--- src/rtl/core/nts_pkg.sv ---
// Shared constants, types and codes of the newest-k timestamp sampler.
package nts_pkg;

  localparam int unsigned SLOT_COUNT = 16;
  localparam int unsigned SLOT_W     = 4;
  localparam int unsigned CAP_W      = 5;
  localparam int unsigned STAMP_W    = 64;

  typedef logic signed [STAMP_W-1:0] stamp_t;
  typedef logic [SLOT_W-1:0]         slot_t;
  typedef logic [CAP_W-1:0]          cap_t;

  localparam cap_t CAP_RESET = cap_t'(16);

  // Running minimum handed from cell to cell.
  typedef struct packed {
    logic   tok;
    stamp_t stamp;
    slot_t  idx;
  } chain_t;

  // Write strobe broadcast to every cell.
  typedef struct packed {
    logic   en;
    slot_t  idx;
    stamp_t stamp;
  } wr_t;

  typedef enum logic [1:0] {
    ST_IDLE,
    ST_SEARCH,
    ST_DONE
  } state_t;

endpackage

--- src/rtl/core/nts_ifs.sv ---
// Valid/ready channel interfaces for records in and decisions out.
interface nts_rec_if import nts_pkg::*; ();
  logic   valid;
  logic   ready;
  stamp_t record_time;

  modport source (output valid, output record_time, input ready);
  modport sink (input valid, input record_time, output ready);
endinterface

interface nts_res_if import nts_pkg::*; ();
  logic  valid;
  logic  ready;
  logic  accepted;
  slot_t slot_index;

  modport source (output valid, output accepted, output slot_index, input ready);
  modport sink (input valid, input accepted, input slot_index, output ready);
endinterface

--- src/rtl/core/nts_cell.sv ---
// One slot cell: holds a timestamp and folds it into the passing minimum.
module nts_cell import nts_pkg::*; #(
  parameter int unsigned CELL_ID = 0
) (
  input  logic   clk,
  input  logic   rst,
  input  cap_t   cap,
  input  wr_t    wr,
  input  chain_t link_in,
  output chain_t link_out
);

  localparam cap_t  ID_CAP  = cap_t'(CELL_ID);
  localparam slot_t ID_SLOT = slot_t'(CELL_ID);

  stamp_t slot_time;
  chain_t link_next;

  always_comb begin
    link_next     = link_in;
    // Take this slot when it is in range and strictly older (first cell always).
    if (ID_CAP < cap && (CELL_ID == 0 || slot_time < link_in.stamp)) begin
      link_next.stamp = slot_time;
      link_next.idx   = ID_SLOT;
    end
  end

  always_ff @(posedge clk) begin
    if (wr.en && wr.idx == ID_SLOT) begin
      slot_time <= wr.stamp;
    end
  end

  // Advance the token and its running minimum; only the token is reset.
  always_ff @(posedge clk) begin
    link_out.tok   <= rst ? 1'b0 : link_next.tok;
    link_out.stamp <= link_next.stamp;
    link_out.idx   <= link_next.idx;
  end

endmodule

--- src/rtl/core/newest_k_timestamp_sampler.sv ---
// Top level of the newest-k timestamp sampler: control and the row of slot cells.
//
// Usage:
//   rec carries one signed 64-bit timestamp per transaction; res returns one
//   decision per record: accepted and the slot it was written to (slot 0 on
//   rejection). cfg_wr_en/cfg_wr_data write the capacity register (reset 16);
//   write it only while the block is idle. Capacity 0 acts as 1, anything
//   above 16 acts as 16.
// Flow:
//   One record is in flight at a time. While the store fills (or capacity is
//   1) a record's decision passes through the pending and output registers.
//   Once full, the oldest slot is found by a token that walks the row of 16
//   cells, one cell per cycle; then the decision is made, held in the pending
//   register and loaded into the output register.
// Reset:
//   rst clears the fill count, control state and output valid; slot contents
//   are left as they are and are never read before being written.
// Stall:
//   The output register holds a decision while res.ready is low; the next
//   record may be accepted meanwhile and its decision waits in a pending
//   register until the output frees up.
module newest_k_timestamp_sampler import nts_pkg::*; (
  input  logic             clk,
  input  logic             rst,
  input  logic             cfg_wr_en,
  input  cap_t             cfg_wr_data,
  nts_rec_if.sink          rec,
  nts_res_if.source        res
);

  state_t state, state_next;

  cap_t   capacity;
  cap_t   cap_eff;
  cap_t   fill_count, fill_count_next;
  logic   full;
  logic   rec_fire;

  stamp_t rec_time;
  logic   pend_acc, pend_acc_next;
  slot_t  pend_idx, pend_idx_next;
  logic   pend_load;

  logic   out_valid;
  logic   out_acc;
  slot_t  out_idx;
  logic   out_load;

  logic   start_tok;
  wr_t    wr;
  chain_t link [0:SLOT_COUNT];

  // Clamp capacity into 1..SLOT_COUNT.
  always_comb begin
    if (capacity == '0) begin
      cap_eff = cap_t'(1);
    end else if (capacity > cap_t'(SLOT_COUNT)) begin
      cap_eff = cap_t'(SLOT_COUNT);
    end else begin
      cap_eff = capacity;
    end
  end

  assign full      = (fill_count >= cap_eff);
  assign rec.ready = (state == ST_IDLE);
  assign rec_fire  = rec.valid && rec.ready;

  always_comb begin
    state_next      = state;
    fill_count_next = fill_count;
    pend_load       = 1'b0;
    pend_acc_next   = 1'b0;
    pend_idx_next   = '0;
    start_tok       = 1'b0;
    out_load        = 1'b0;
    wr.en           = 1'b0;
    wr.idx          = fill_count[SLOT_W-1:0];
    wr.stamp        = rec.record_time;
    case (state)
      ST_IDLE: begin
        if (rec_fire) begin
          if (cap_eff == cap_t'(1)) begin
            // Single slot: always keep, store untouched.
            pend_load     = 1'b1;
            pend_acc_next = 1'b1;
            state_next    = ST_DONE;
          end else if (!full) begin
            // Fill the next free slot.
            wr.en           = 1'b1;
            fill_count_next = fill_count + cap_t'(1);
            pend_load       = 1'b1;
            pend_acc_next   = 1'b1;
            pend_idx_next   = fill_count[SLOT_W-1:0];
            state_next      = ST_DONE;
          end else begin
            // Launch the oldest-slot search down the cell row.
            start_tok  = 1'b1;
            state_next = ST_SEARCH;
          end
        end
      end
      ST_SEARCH: begin
        wr.idx   = link[SLOT_COUNT].idx;
        wr.stamp = rec_time;
        if (link[SLOT_COUNT].tok) begin
          pend_load = 1'b1;
          if (rec_time > link[SLOT_COUNT].stamp) begin
            wr.en         = 1'b1;
            pend_acc_next = 1'b1;
            pend_idx_next = link[SLOT_COUNT].idx;
          end
          state_next = ST_DONE;
        end
      end
      ST_DONE: begin
        if (!out_valid || res.ready) begin
          out_load   = 1'b1;
          state_next = ST_IDLE;
        end
      end
      default: begin
        state_next = ST_IDLE;
      end
    endcase
  end

  always_ff @(posedge clk) begin
    if (rst) begin
      state <= ST_IDLE;
    end else begin
      state <= state_next;
    end
  end

  always_ff @(posedge clk) begin
    if (rst) begin
      capacity   <= CAP_RESET;
      fill_count <= '0;
      out_valid  <= 1'b0;
    end else begin
      if (cfg_wr_en) begin
        capacity <= cfg_wr_data;
      end
      fill_count <= fill_count_next;
      if (out_load) begin
        out_valid <= 1'b1;
      end else if (res.ready) begin
        out_valid <= 1'b0;
      end
    end
  end

  // Payload registers: hold record and decisions, no reset needed.
  always_ff @(posedge clk) begin
    if (rec_fire) begin
      rec_time <= rec.record_time;
    end
    if (pend_load) begin
      pend_acc <= pend_acc_next;
      pend_idx <= pend_idx_next;
    end
    if (out_load) begin
      out_acc <= pend_acc;
      out_idx <= pend_idx;
    end
  end

  assign res.valid      = out_valid;
  assign res.accepted   = out_acc;
  assign res.slot_index = out_idx;

  // Head of the row: the token carries no candidate yet; cell 0 always takes its own.
  assign link[0].tok   = start_tok;
  assign link[0].stamp = '0;
  assign link[0].idx   = '0;

  for (genvar i = 0; i < SLOT_COUNT; i++) begin : g_cell
    nts_cell #(
      .CELL_ID (i)
    ) u_cell (
      .clk      (clk),
      .rst      (rst),
      .cap      (cap_eff),
      .wr       (wr),
      .link_in  (link[i]),
      .link_out (link[i+1])
    );
  end

endmodule

--- src/flat_wrapper.sv ---
// flat-port wrapper written by rule: the top's interface ports become plain ports
module newest_k_timestamp_sampler_flat import nts_pkg::*;
  (clk, rst, cfg_wr_en, cfg_wr_data, rec_valid, rec_record_time, rec_ready, res_valid, res_accepted, res_slot_index, res_ready);
  nts_rec_if rec_i ();
  nts_res_if res_i ();
  input  logic clk;
  input  logic rst;
  input  logic cfg_wr_en;
  input  cap_t cfg_wr_data;
  input wire logic [$bits(rec_i.valid)-1:0] rec_valid;
  input wire logic [$bits(rec_i.record_time)-1:0] rec_record_time;
  output wire logic [$bits(rec_i.ready)-1:0] rec_ready;
  output wire logic [$bits(res_i.valid)-1:0] res_valid;
  output wire logic [$bits(res_i.accepted)-1:0] res_accepted;
  output wire logic [$bits(res_i.slot_index)-1:0] res_slot_index;
  input wire logic [$bits(res_i.ready)-1:0] res_ready;
  assign rec_i.valid = rec_valid;
  assign rec_i.record_time = rec_record_time;
  assign rec_ready = rec_i.ready;
  assign res_valid = res_i.valid;
  assign res_accepted = res_i.accepted;
  assign res_slot_index = res_i.slot_index;
  assign res_i.ready = res_ready;
  newest_k_timestamp_sampler u_core (.clk(clk), .rst(rst), .cfg_wr_en(cfg_wr_en), .cfg_wr_data(cfg_wr_data), .rec(rec_i), .res(res_i));
endmodule
--- config.mk ---
export PLATFORM = sky130hd
export DESIGN_NAME = newest_k_timestamp_sampler_flat
export DESIGN_NICKNAME = d
export VERILOG_FILES = /design/src/rtl/core/nts_pkg.sv /design/src/rtl/core/nts_ifs.sv /design/src/rtl/core/nts_cell.sv /design/src/rtl/core/newest_k_timestamp_sampler.sv /design/src/flat_wrapper.sv
export SDC_FILE = /design/constraint.sdc
export NUM_CORES = 2
export LEC_CHECK = 0
export BUFFER_PORTS_ARGS = -buffer_cell sky130_fd_sc_hd__buf_2
export CAP_MARGIN = 30
export CELL_PAD_IN_SITES_DETAIL_PLACEMENT = 1
export CELL_PAD_IN_SITES_GLOBAL_PLACEMENT = 2
export CORE_ASPECT_RATIO = 0.5
export CORE_UTILIZATION = 46
export DETAILED_ROUTE_END_ITERATION = 10
export PLACE_DENSITY = 0.84
export RECOVER_POWER = 100
export SLEW_MARGIN = 20
export SYNTH_ARGS = -nofsm -noshare
export SYNTH_HDL_FRONTEND = slang
export SYNTH_SLANG_ARGS = --single-unit
--- constraint.sdc ---
create_clock -name clk -period 7.88 [get_ports clk]
set_input_delay 1.576 -clock clk [delete_from_list [all_inputs] [get_ports clk]]
set_output_delay 1.576 -clock clk [all_outputs]
set_load 0.005 [all_outputs]
Yosys cells after proc, flatten, opt, wreduce, memory -nomap -nowiden
Cells that the tools add are included.
Cells by class
  add/sub/neg operators: 1
  order comparisons: 34
  equal/unequal tests: 21
  mux-type cells: 46
  bitwise operators: 4
  reductions and logical operators: 41
Operators by type and width (count)
  $mux W68: 16
  $lt A64 B64 Y1: 15
  $gt A64 B64 Y1: 1
  $lt A4 B5 Y1 const A: 8
  $eq A4 B4 Y1 const B: 8
  $logic_and A1 B1 Y1: 32
  $lt A3 B5 Y1 const A: 4
  $mux W4: 5
  $eq A4 B3 Y1 const B: 4
  $mux W1: 13
  $lt A1 B5 Y1 const A: 2
  $lt A2 B5 Y1 const A: 2
  $mux W2: 5
  $mux W5: 2
  $eq A4 B2 Y1 const B: 2
  $pmux W4 S2: 1
  $pmux W1 S2: 3
  $pmux W2 S3: 1
  $add A5 B1 Y5 const B: 1
  $eq A5 B1 Y1 const B: 1
  $ge A5 B5 Y1: 1
  $gt A5 B5 Y1 const B: 1
  $logic_not A5 Y1: 1
  $eq A4 B1 Y1 const B: 1
  other kinds (13): 17
Word-level totals
  flip-flop bits (word level): 2211
  input port bits: 74
  output and inout port bits: 7

Depth between registers and ports, before layout
  word-level depth: 9
  depth in mapped cells: 15
  depth with buffers taken out: 14

Modules after synthesis
From an unflattened synthesis, not the netlist that was laid out.
Unflattened totals
  cell total of the unflattened synthesis: 9025
  area total of the unflattened synthesis: 105657.6 um^2
By module, submodules not included
  nts_cell (u_core.g_cell[12].u_cell): times used 1, cells an instance 702, area an instance 7186.9 um^2, seq. area each 3303.2 um^2
  nts_cell (u_core.g_cell[8].u_cell): times used 1, cells an instance 701, area an instance 7133.1 um^2, seq. area each 3303.2 um^2
  nts_cell (u_core.g_cell[10].u_cell): times used 1, cells an instance 699, area an instance 7123.1 um^2, seq. area each 3303.2 um^2
  nts_cell (u_core.g_cell[7].u_cell): times used 1, cells an instance 641, area an instance 6565.0 um^2, seq. area each 3303.2 um^2
  nts_cell (u_core.g_cell[4].u_cell): times used 1, cells an instance 567, area an instance 6513.7 um^2, seq. area each 3303.2 um^2
  nts_cell (u_core.g_cell[5].u_cell): times used 1, cells an instance 570, area an instance 6495.0 um^2, seq. area each 3303.2 um^2
  nts_cell (u_core.g_cell[6].u_cell): times used 1, cells an instance 569, area an instance 6490.0 um^2, seq. area each 3303.2 um^2
  nts_cell (u_core.g_cell[2].u_cell): times used 1, cells an instance 567, area an instance 6407.4 um^2, seq. area each 3303.2 um^2
  nts_cell (u_core.g_cell[1].u_cell): times used 1, cells an instance 532, area an instance 6339.8 um^2, seq. area each 3303.2 um^2
  nts_cell (u_core.g_cell[15].u_cell): times used 1, cells an instance 559, area an instance 6294.8 um^2, seq. area each 3303.2 um^2
  nts_cell (u_core.g_cell[13].u_cell): times used 1, cells an instance 444, area an instance 5970.7 um^2, seq. area each 3303.2 um^2
  nts_cell (u_core.g_cell[9].u_cell): times used 1, cells an instance 445, area an instance 5930.7 um^2, seq. area each 3303.2 um^2
  nts_cell (u_core.g_cell[14].u_cell): times used 1, cells an instance 439, area an instance 5864.4 um^2, seq. area each 3303.2 um^2
  nts_cell (u_core.g_cell[11].u_cell): times used 1, cells an instance 437, area an instance 5785.5 um^2, seq. area each 3303.2 um^2
  3 more rows

Least setup slack after synthesis
OpenSTA, ideal clock, no wires.
  path type: reg-to-reg
  start point: reg u_core.capacity[2]
  end point: reg u_core.g_cell[4].u_cell.slot_time[0], enable pin
  library setup time: 0.419 ns
  arrival time: 4.399 ns
  path slack: 3.062 ns
  stages on the path, launching flop included: 15
  buffers on the path: 2
  clock period less this slack: 4.818 ns
  cell sequence: dfxtp_1 clkbuf_1 or2_2 nor2_1 nor2_1 nor2_1 ha_1 nand2b_1 a21o_1 a21o_1 a21o_1 a21oi_1 nor3b_1 clkbuf_1 o211a_1
Between the ends
  word-level cells in the longest chain between the ends: 9
  elaborated cells on any way between the ends: 11
  those cells by class: 2 x order compare; 1 x eq/ne; 6 x mux; 2 x reduce/logical
Ends and longest elaborated chain
  from (decl): line newest_k_timestamp_sampler.sv:33  | cap_t capacity;
  from (signal assigned): line newest_k_timestamp_sampler.sv:142  | capacity <= cfg_wr_data;
  $gt A5 B5 Y1: line newest_k_timestamp_sampler.sv:57  | end else if (capacity > cap_t'(SLOT_COUNT)) begin
  $mux W5: line newest_k_timestamp_sampler.sv:57
  $mux W5 (*): line newest_k_timestamp_sampler.sv:55  | if (capacity == '0) begin
  $ge A5 B5 Y1: line newest_k_timestamp_sampler.sv:64  | assign full = (fill_count >= cap_eff);
  $mux W1: line newest_k_timestamp_sampler.sv:87  | end else if (!full) begin
  $mux W1 (*): line newest_k_timestamp_sampler.sv:82  | if (cap_eff == cap_t'(1)) begin
  $mux W1 (*): line newest_k_timestamp_sampler.sv:81  | if (rec_fire) begin
  $pmux W1 S2 (*): line newest_k_timestamp_sampler.sv:79  | case (state)
  $logic_and A1 B1 Y1 (*): line nts_cell.sv:29  | if (wr.en && wr.idx == ID_SLOT) begin
  to (signal assigned): line nts_cell.sv:30  | slot_time <= wr.stamp;
  to (decl): line nts_cell.sv:16  | stamp_t slot_time;
Mark *: on every way between the ends. The rest lies on a longest branch, timed or not.
A chain may end at the register's enable or synchronous reset.

==> impl_metrics.ini <==
[timing]
post-route-period-util_pct = 85.2
rsz0062_at_grt = no
hold_violations = 0
fin_crit_ps = 6720
fin_skew_ps = 54.7
max_freq_mhz = 149
slew_headroom_pct = -81.3
drv_slew = 665
worst_pin_slew_ps = 2720
tns_ps = 0
setup_violations = 0

[worst_setup_path]
critPathBufInv = 2
max_stage_delay_ps = 1890
r2r_slack_ps = 1160
cp_data_required_time_ps = 8580
crit_path_start_kind = register
r2r-end = u_core.g_cell[5].u_cell.link_out[28]
r2r_start = u_core.g_cell[5].u_cell.slot_time[17]
cp-startpoint = u_core.g_cell[5].u_cell.slot_time[17]
slowest_stage = mux2_1
worstPathMaxFanout = 41
worstSetupEndpointType = register
critical-path-top-delay-family = multiplexers
critical_path_class = reg -> reg
crit_path_end = u_core.g_cell[5].u_cell.link_out[28]
rr_worst_depth = 11
cp.depth = 11
crit_arrival_ps = 7420
crit_chain = ha_1 > a21oi_1 > o21ai_0 > nor4b_1 > o31ai_1 > a31oi_1 > clkbuf_1 > o21ai_0 > mux2_1 > clkbuf_1 > mux2_2

[clock_network]
clock_latency_ps = 860
cts-root-buf = clkbuf_16
cts_buffers = 206
cts_tree = yes
clockBufferDepth = 4
htreeDepth = 4
postCtsSetupBuffers = 0
ctsHoldBuffers = 0
ctsResizeCount = 0
clkSinkCount = 2200
clk_pin_slew_worst_paths_ps = 70

[floorplanning]
dieArea_mm2 = 0.207
die_x_um = 642
rows = 116
start_util_pct = 46.7
die_h_um = 322
io_pins = 81
core_mm2 = 0.202

[yosys]
ys_warn_count = 0
synth_edf_count = 1098
synth.avg_cell_area_um2 = 13.2
ys.flop_type = dfxtp_1
yosysSeqAreaShare_pct = 58.5
syn_nets = 8239
async_flop_share_pct = 0
synthesis.instances = 7150
synthesis.area_mm2 = 0.0941
synth-seq-cells = 2200
synth_cell_types = 71

[worst_hold_path]
hold-path-cell-count = 0
hp-class = reg -> reg

[pwr]
power_density_mw_per_mm2 = 379
p_clk_share_pct = 25.2
pwr-share-seq_pct = 41.5
internal_power_w = 0.0266
p_leak_nw = 44.8
p_sw_share_pct = 32.6
vdd_drop_max_uv = 254
power_switching_w = 0.0129
pwr-share-comb_pct = 33.3

[detailed_routing]
avgRoutedWirePerCell_um = 24.0
antenna_left = 0
wl_met2_um = 112000
top_layer = met5
drt-total-wl_um = 245000
first_iter_violations = 3797
dr.pass1.iters = 6
drt-met1-wl_um = 116000
route.detailed.drc = 0
num_vias = 55241
post_drt_via_cell_ratio = 5.41
dr_wl_met3_um = 11800

[placed_design]
port_buffers = 80
place_hpwl_um = 178000
place_congestion = 0.839
dpl.cell_count = 9833

[outcome]
failed_checks = capacitance limit, slew limit
status = finished, violations left

[layout]
final_cells = 10216
post-route-util_pct = 51.7
multi_input_area_mm2 = 0.0345
fin_nets = 8419
final_layout_size_suffix_gt1_share_pct = 17.8
register_area_mm2 = 0.0550
fillers = 20096
syn_to_final_growth_pct = 10.8

[flow_run]
maxCapViolCount = 20

[grt]
grt_pass1_wl_um = 365000
grt_max_degree = 68
overflow = 0
antenna_found_initial = 29
grt_pass1_vias = 59236
grt_use_total_pct = 23.4
[per-stage QoR]
step / area (um2) / power, W / setup WS [ps] / hold slack [ps]
5_1_grt: 104000 / 0.0418 / 1110 / 330
6_report: 104000 / 0.0395 / 1160 / 323
2_1_floorplan: 94100 / 0.0254 / 3060 / 386
3_3_place_gp: 98000 / 0.0292 / 2160 / 323
3_5_place_dp: 98000 / 0.0298 / 2430 / 328
4_1_cts: 105000 / 0.0399 / 2370 / 328
[flip-flops by register name, indices dropped and copies added (netlist names)]
name and cells:
u_core.capacity 5, u_core.fill_count 5, u_core.g_cell.u_cell.link_out 1089, u_core.g_cell.u_cell.slot_time 1024, u_core.pend_acc 1, u_core.pend_idx 4, u_core.rec_time 64, u_core.res.accepted 1
u_core.res.slot_index 4, u_core.res.valid 1, u_core.state 2
[routing by layer]
layer,global-route usage (%),vias up
li1,-,25927
met1,32.6,28050
met2,39.2,960
met3,3.13,296
met4,4.82,8
met5,0,-
[layout by cell type (no fill, tap or decap), types with 20 or more instances in the layout]
cell	netlist	layout
nand2_1	171	171
nand4_1	175	175
o21ai_0	132	132
a21o_1	259	259
buf_2	53	37
nand2b_1	36	36
mux2_2	999	894
clkbuf_8	0	36
a21oi_1	318	318
buf_4	8	41
clkbuf_1	123	125
ha_1	1015	1015
clkbuf_16	0	212
and4_1	20	20
edfxtp_1	1098	1098
nor3_1	49	50
dfxtp_1	1102	1102
clkinv_2	0	34
clkinv_1	1	28
a211oi_1	42	42
nor4_1	22	20
nor2_1	119	118
or2_2	25	25
nor2b_1	47	47
inv_1	1025	1023
nand3_1	48	47
mux2_1	0	131
[Yosys cell counts (all sizes together) (16+ instances only)]
master / number / area [um2]
buf: 68 / 382
a21oi: 318 / 1590
a211oi: 42 / 315
nor4: 22 / 138
nor2b: 47 / 294
and4: 20 / 175
a2111oi: 16 / 140
o211a: 16 / 160
mux2: 1026 / 11700
inv: 1025 / 3850
clkbuf: 123 / 462
nor2: 119 / 447
nand3: 48 / 240
o21ai: 134 / 671
a21o: 259 / 1940
edfxtp: 1098 / 33000
or2: 25 / 156
nand2b: 36 / 225
nand4: 175 / 1090
dfxtp: 1102 / 22100
o211ai: 16 / 120
nor3: 52 / 275
nand2: 171 / 642
ha: 1015 / 12700
[power groups by stage]
stage | sequential, W | clock [W] | combinational, W
finish | 0.0164 | 0.00995 | 0.0132
global route | 0.0167 | 0.0106 | 0.0145
CTS | 0.0164 | 0.0101 | 0.0134
detailed placement | 0.0166 | 0 | 0.0131
global placement | 0.0165 | 0 | 0.0127
floorplan | 0.0159 | 0 | 0.00946
[logic make-up after synthesis]
| logic type | Yosys count | synth area share, % |
|---|---|---|
| adders and majority gates | 1015 | 13.5 |
| and+or+nand+nor | 765 | 4.31 |
| muxes | 1034 | 12.5 |
| xor gates and xnor gates | 4 | 0.0372 |
| buffers and inverters | 1217 | 4.99 |
| AOI/OAI and AO/OA | 915 | 6.25 |
| DFF | 2200 | 58.5 |
[worst min-delay path by stage]
stage	start	to
after floorplan	u_core.g_cell[11].u_cell.link_out[2]	u_core.g_cell[12].u_cell.link_out[2]
after global placement	u_core.g_cell[0].u_cell.slot_time[11]	u_core.g_cell[0].u_cell.link_out[15]
after detailed placement	u_core.g_cell[0].u_cell.slot_time[7]	u_core.g_cell[0].u_cell.link_out[11]
after CTS	u_core.g_cell[0].u_cell.slot_time[51]	u_core.g_cell[0].u_cell.link_out[55]
after global routing	u_core.g_cell[0].u_cell.slot_time[51]	u_core.g_cell[0].u_cell.link_out[55]
final	u_core.g_cell[0].u_cell.slot_time[51]	u_core.g_cell[0].u_cell.link_out[55]
[final cells by class]
type                            instances  share of cell area, %
Clock inverter                         73                  0.571
Multi-Input combinational cell       3733                   33.1
Clock buffer                          300                   5.75
Sequential cell                      2200                   52.8
Inverter                             1026                   3.70
Timing Repair Buffer                  163                  0.840
Tap cell                             2714                   3.26
Antenna cell                            7                 0.0168
Note: power is estimated with default switching activity, not from simulation.
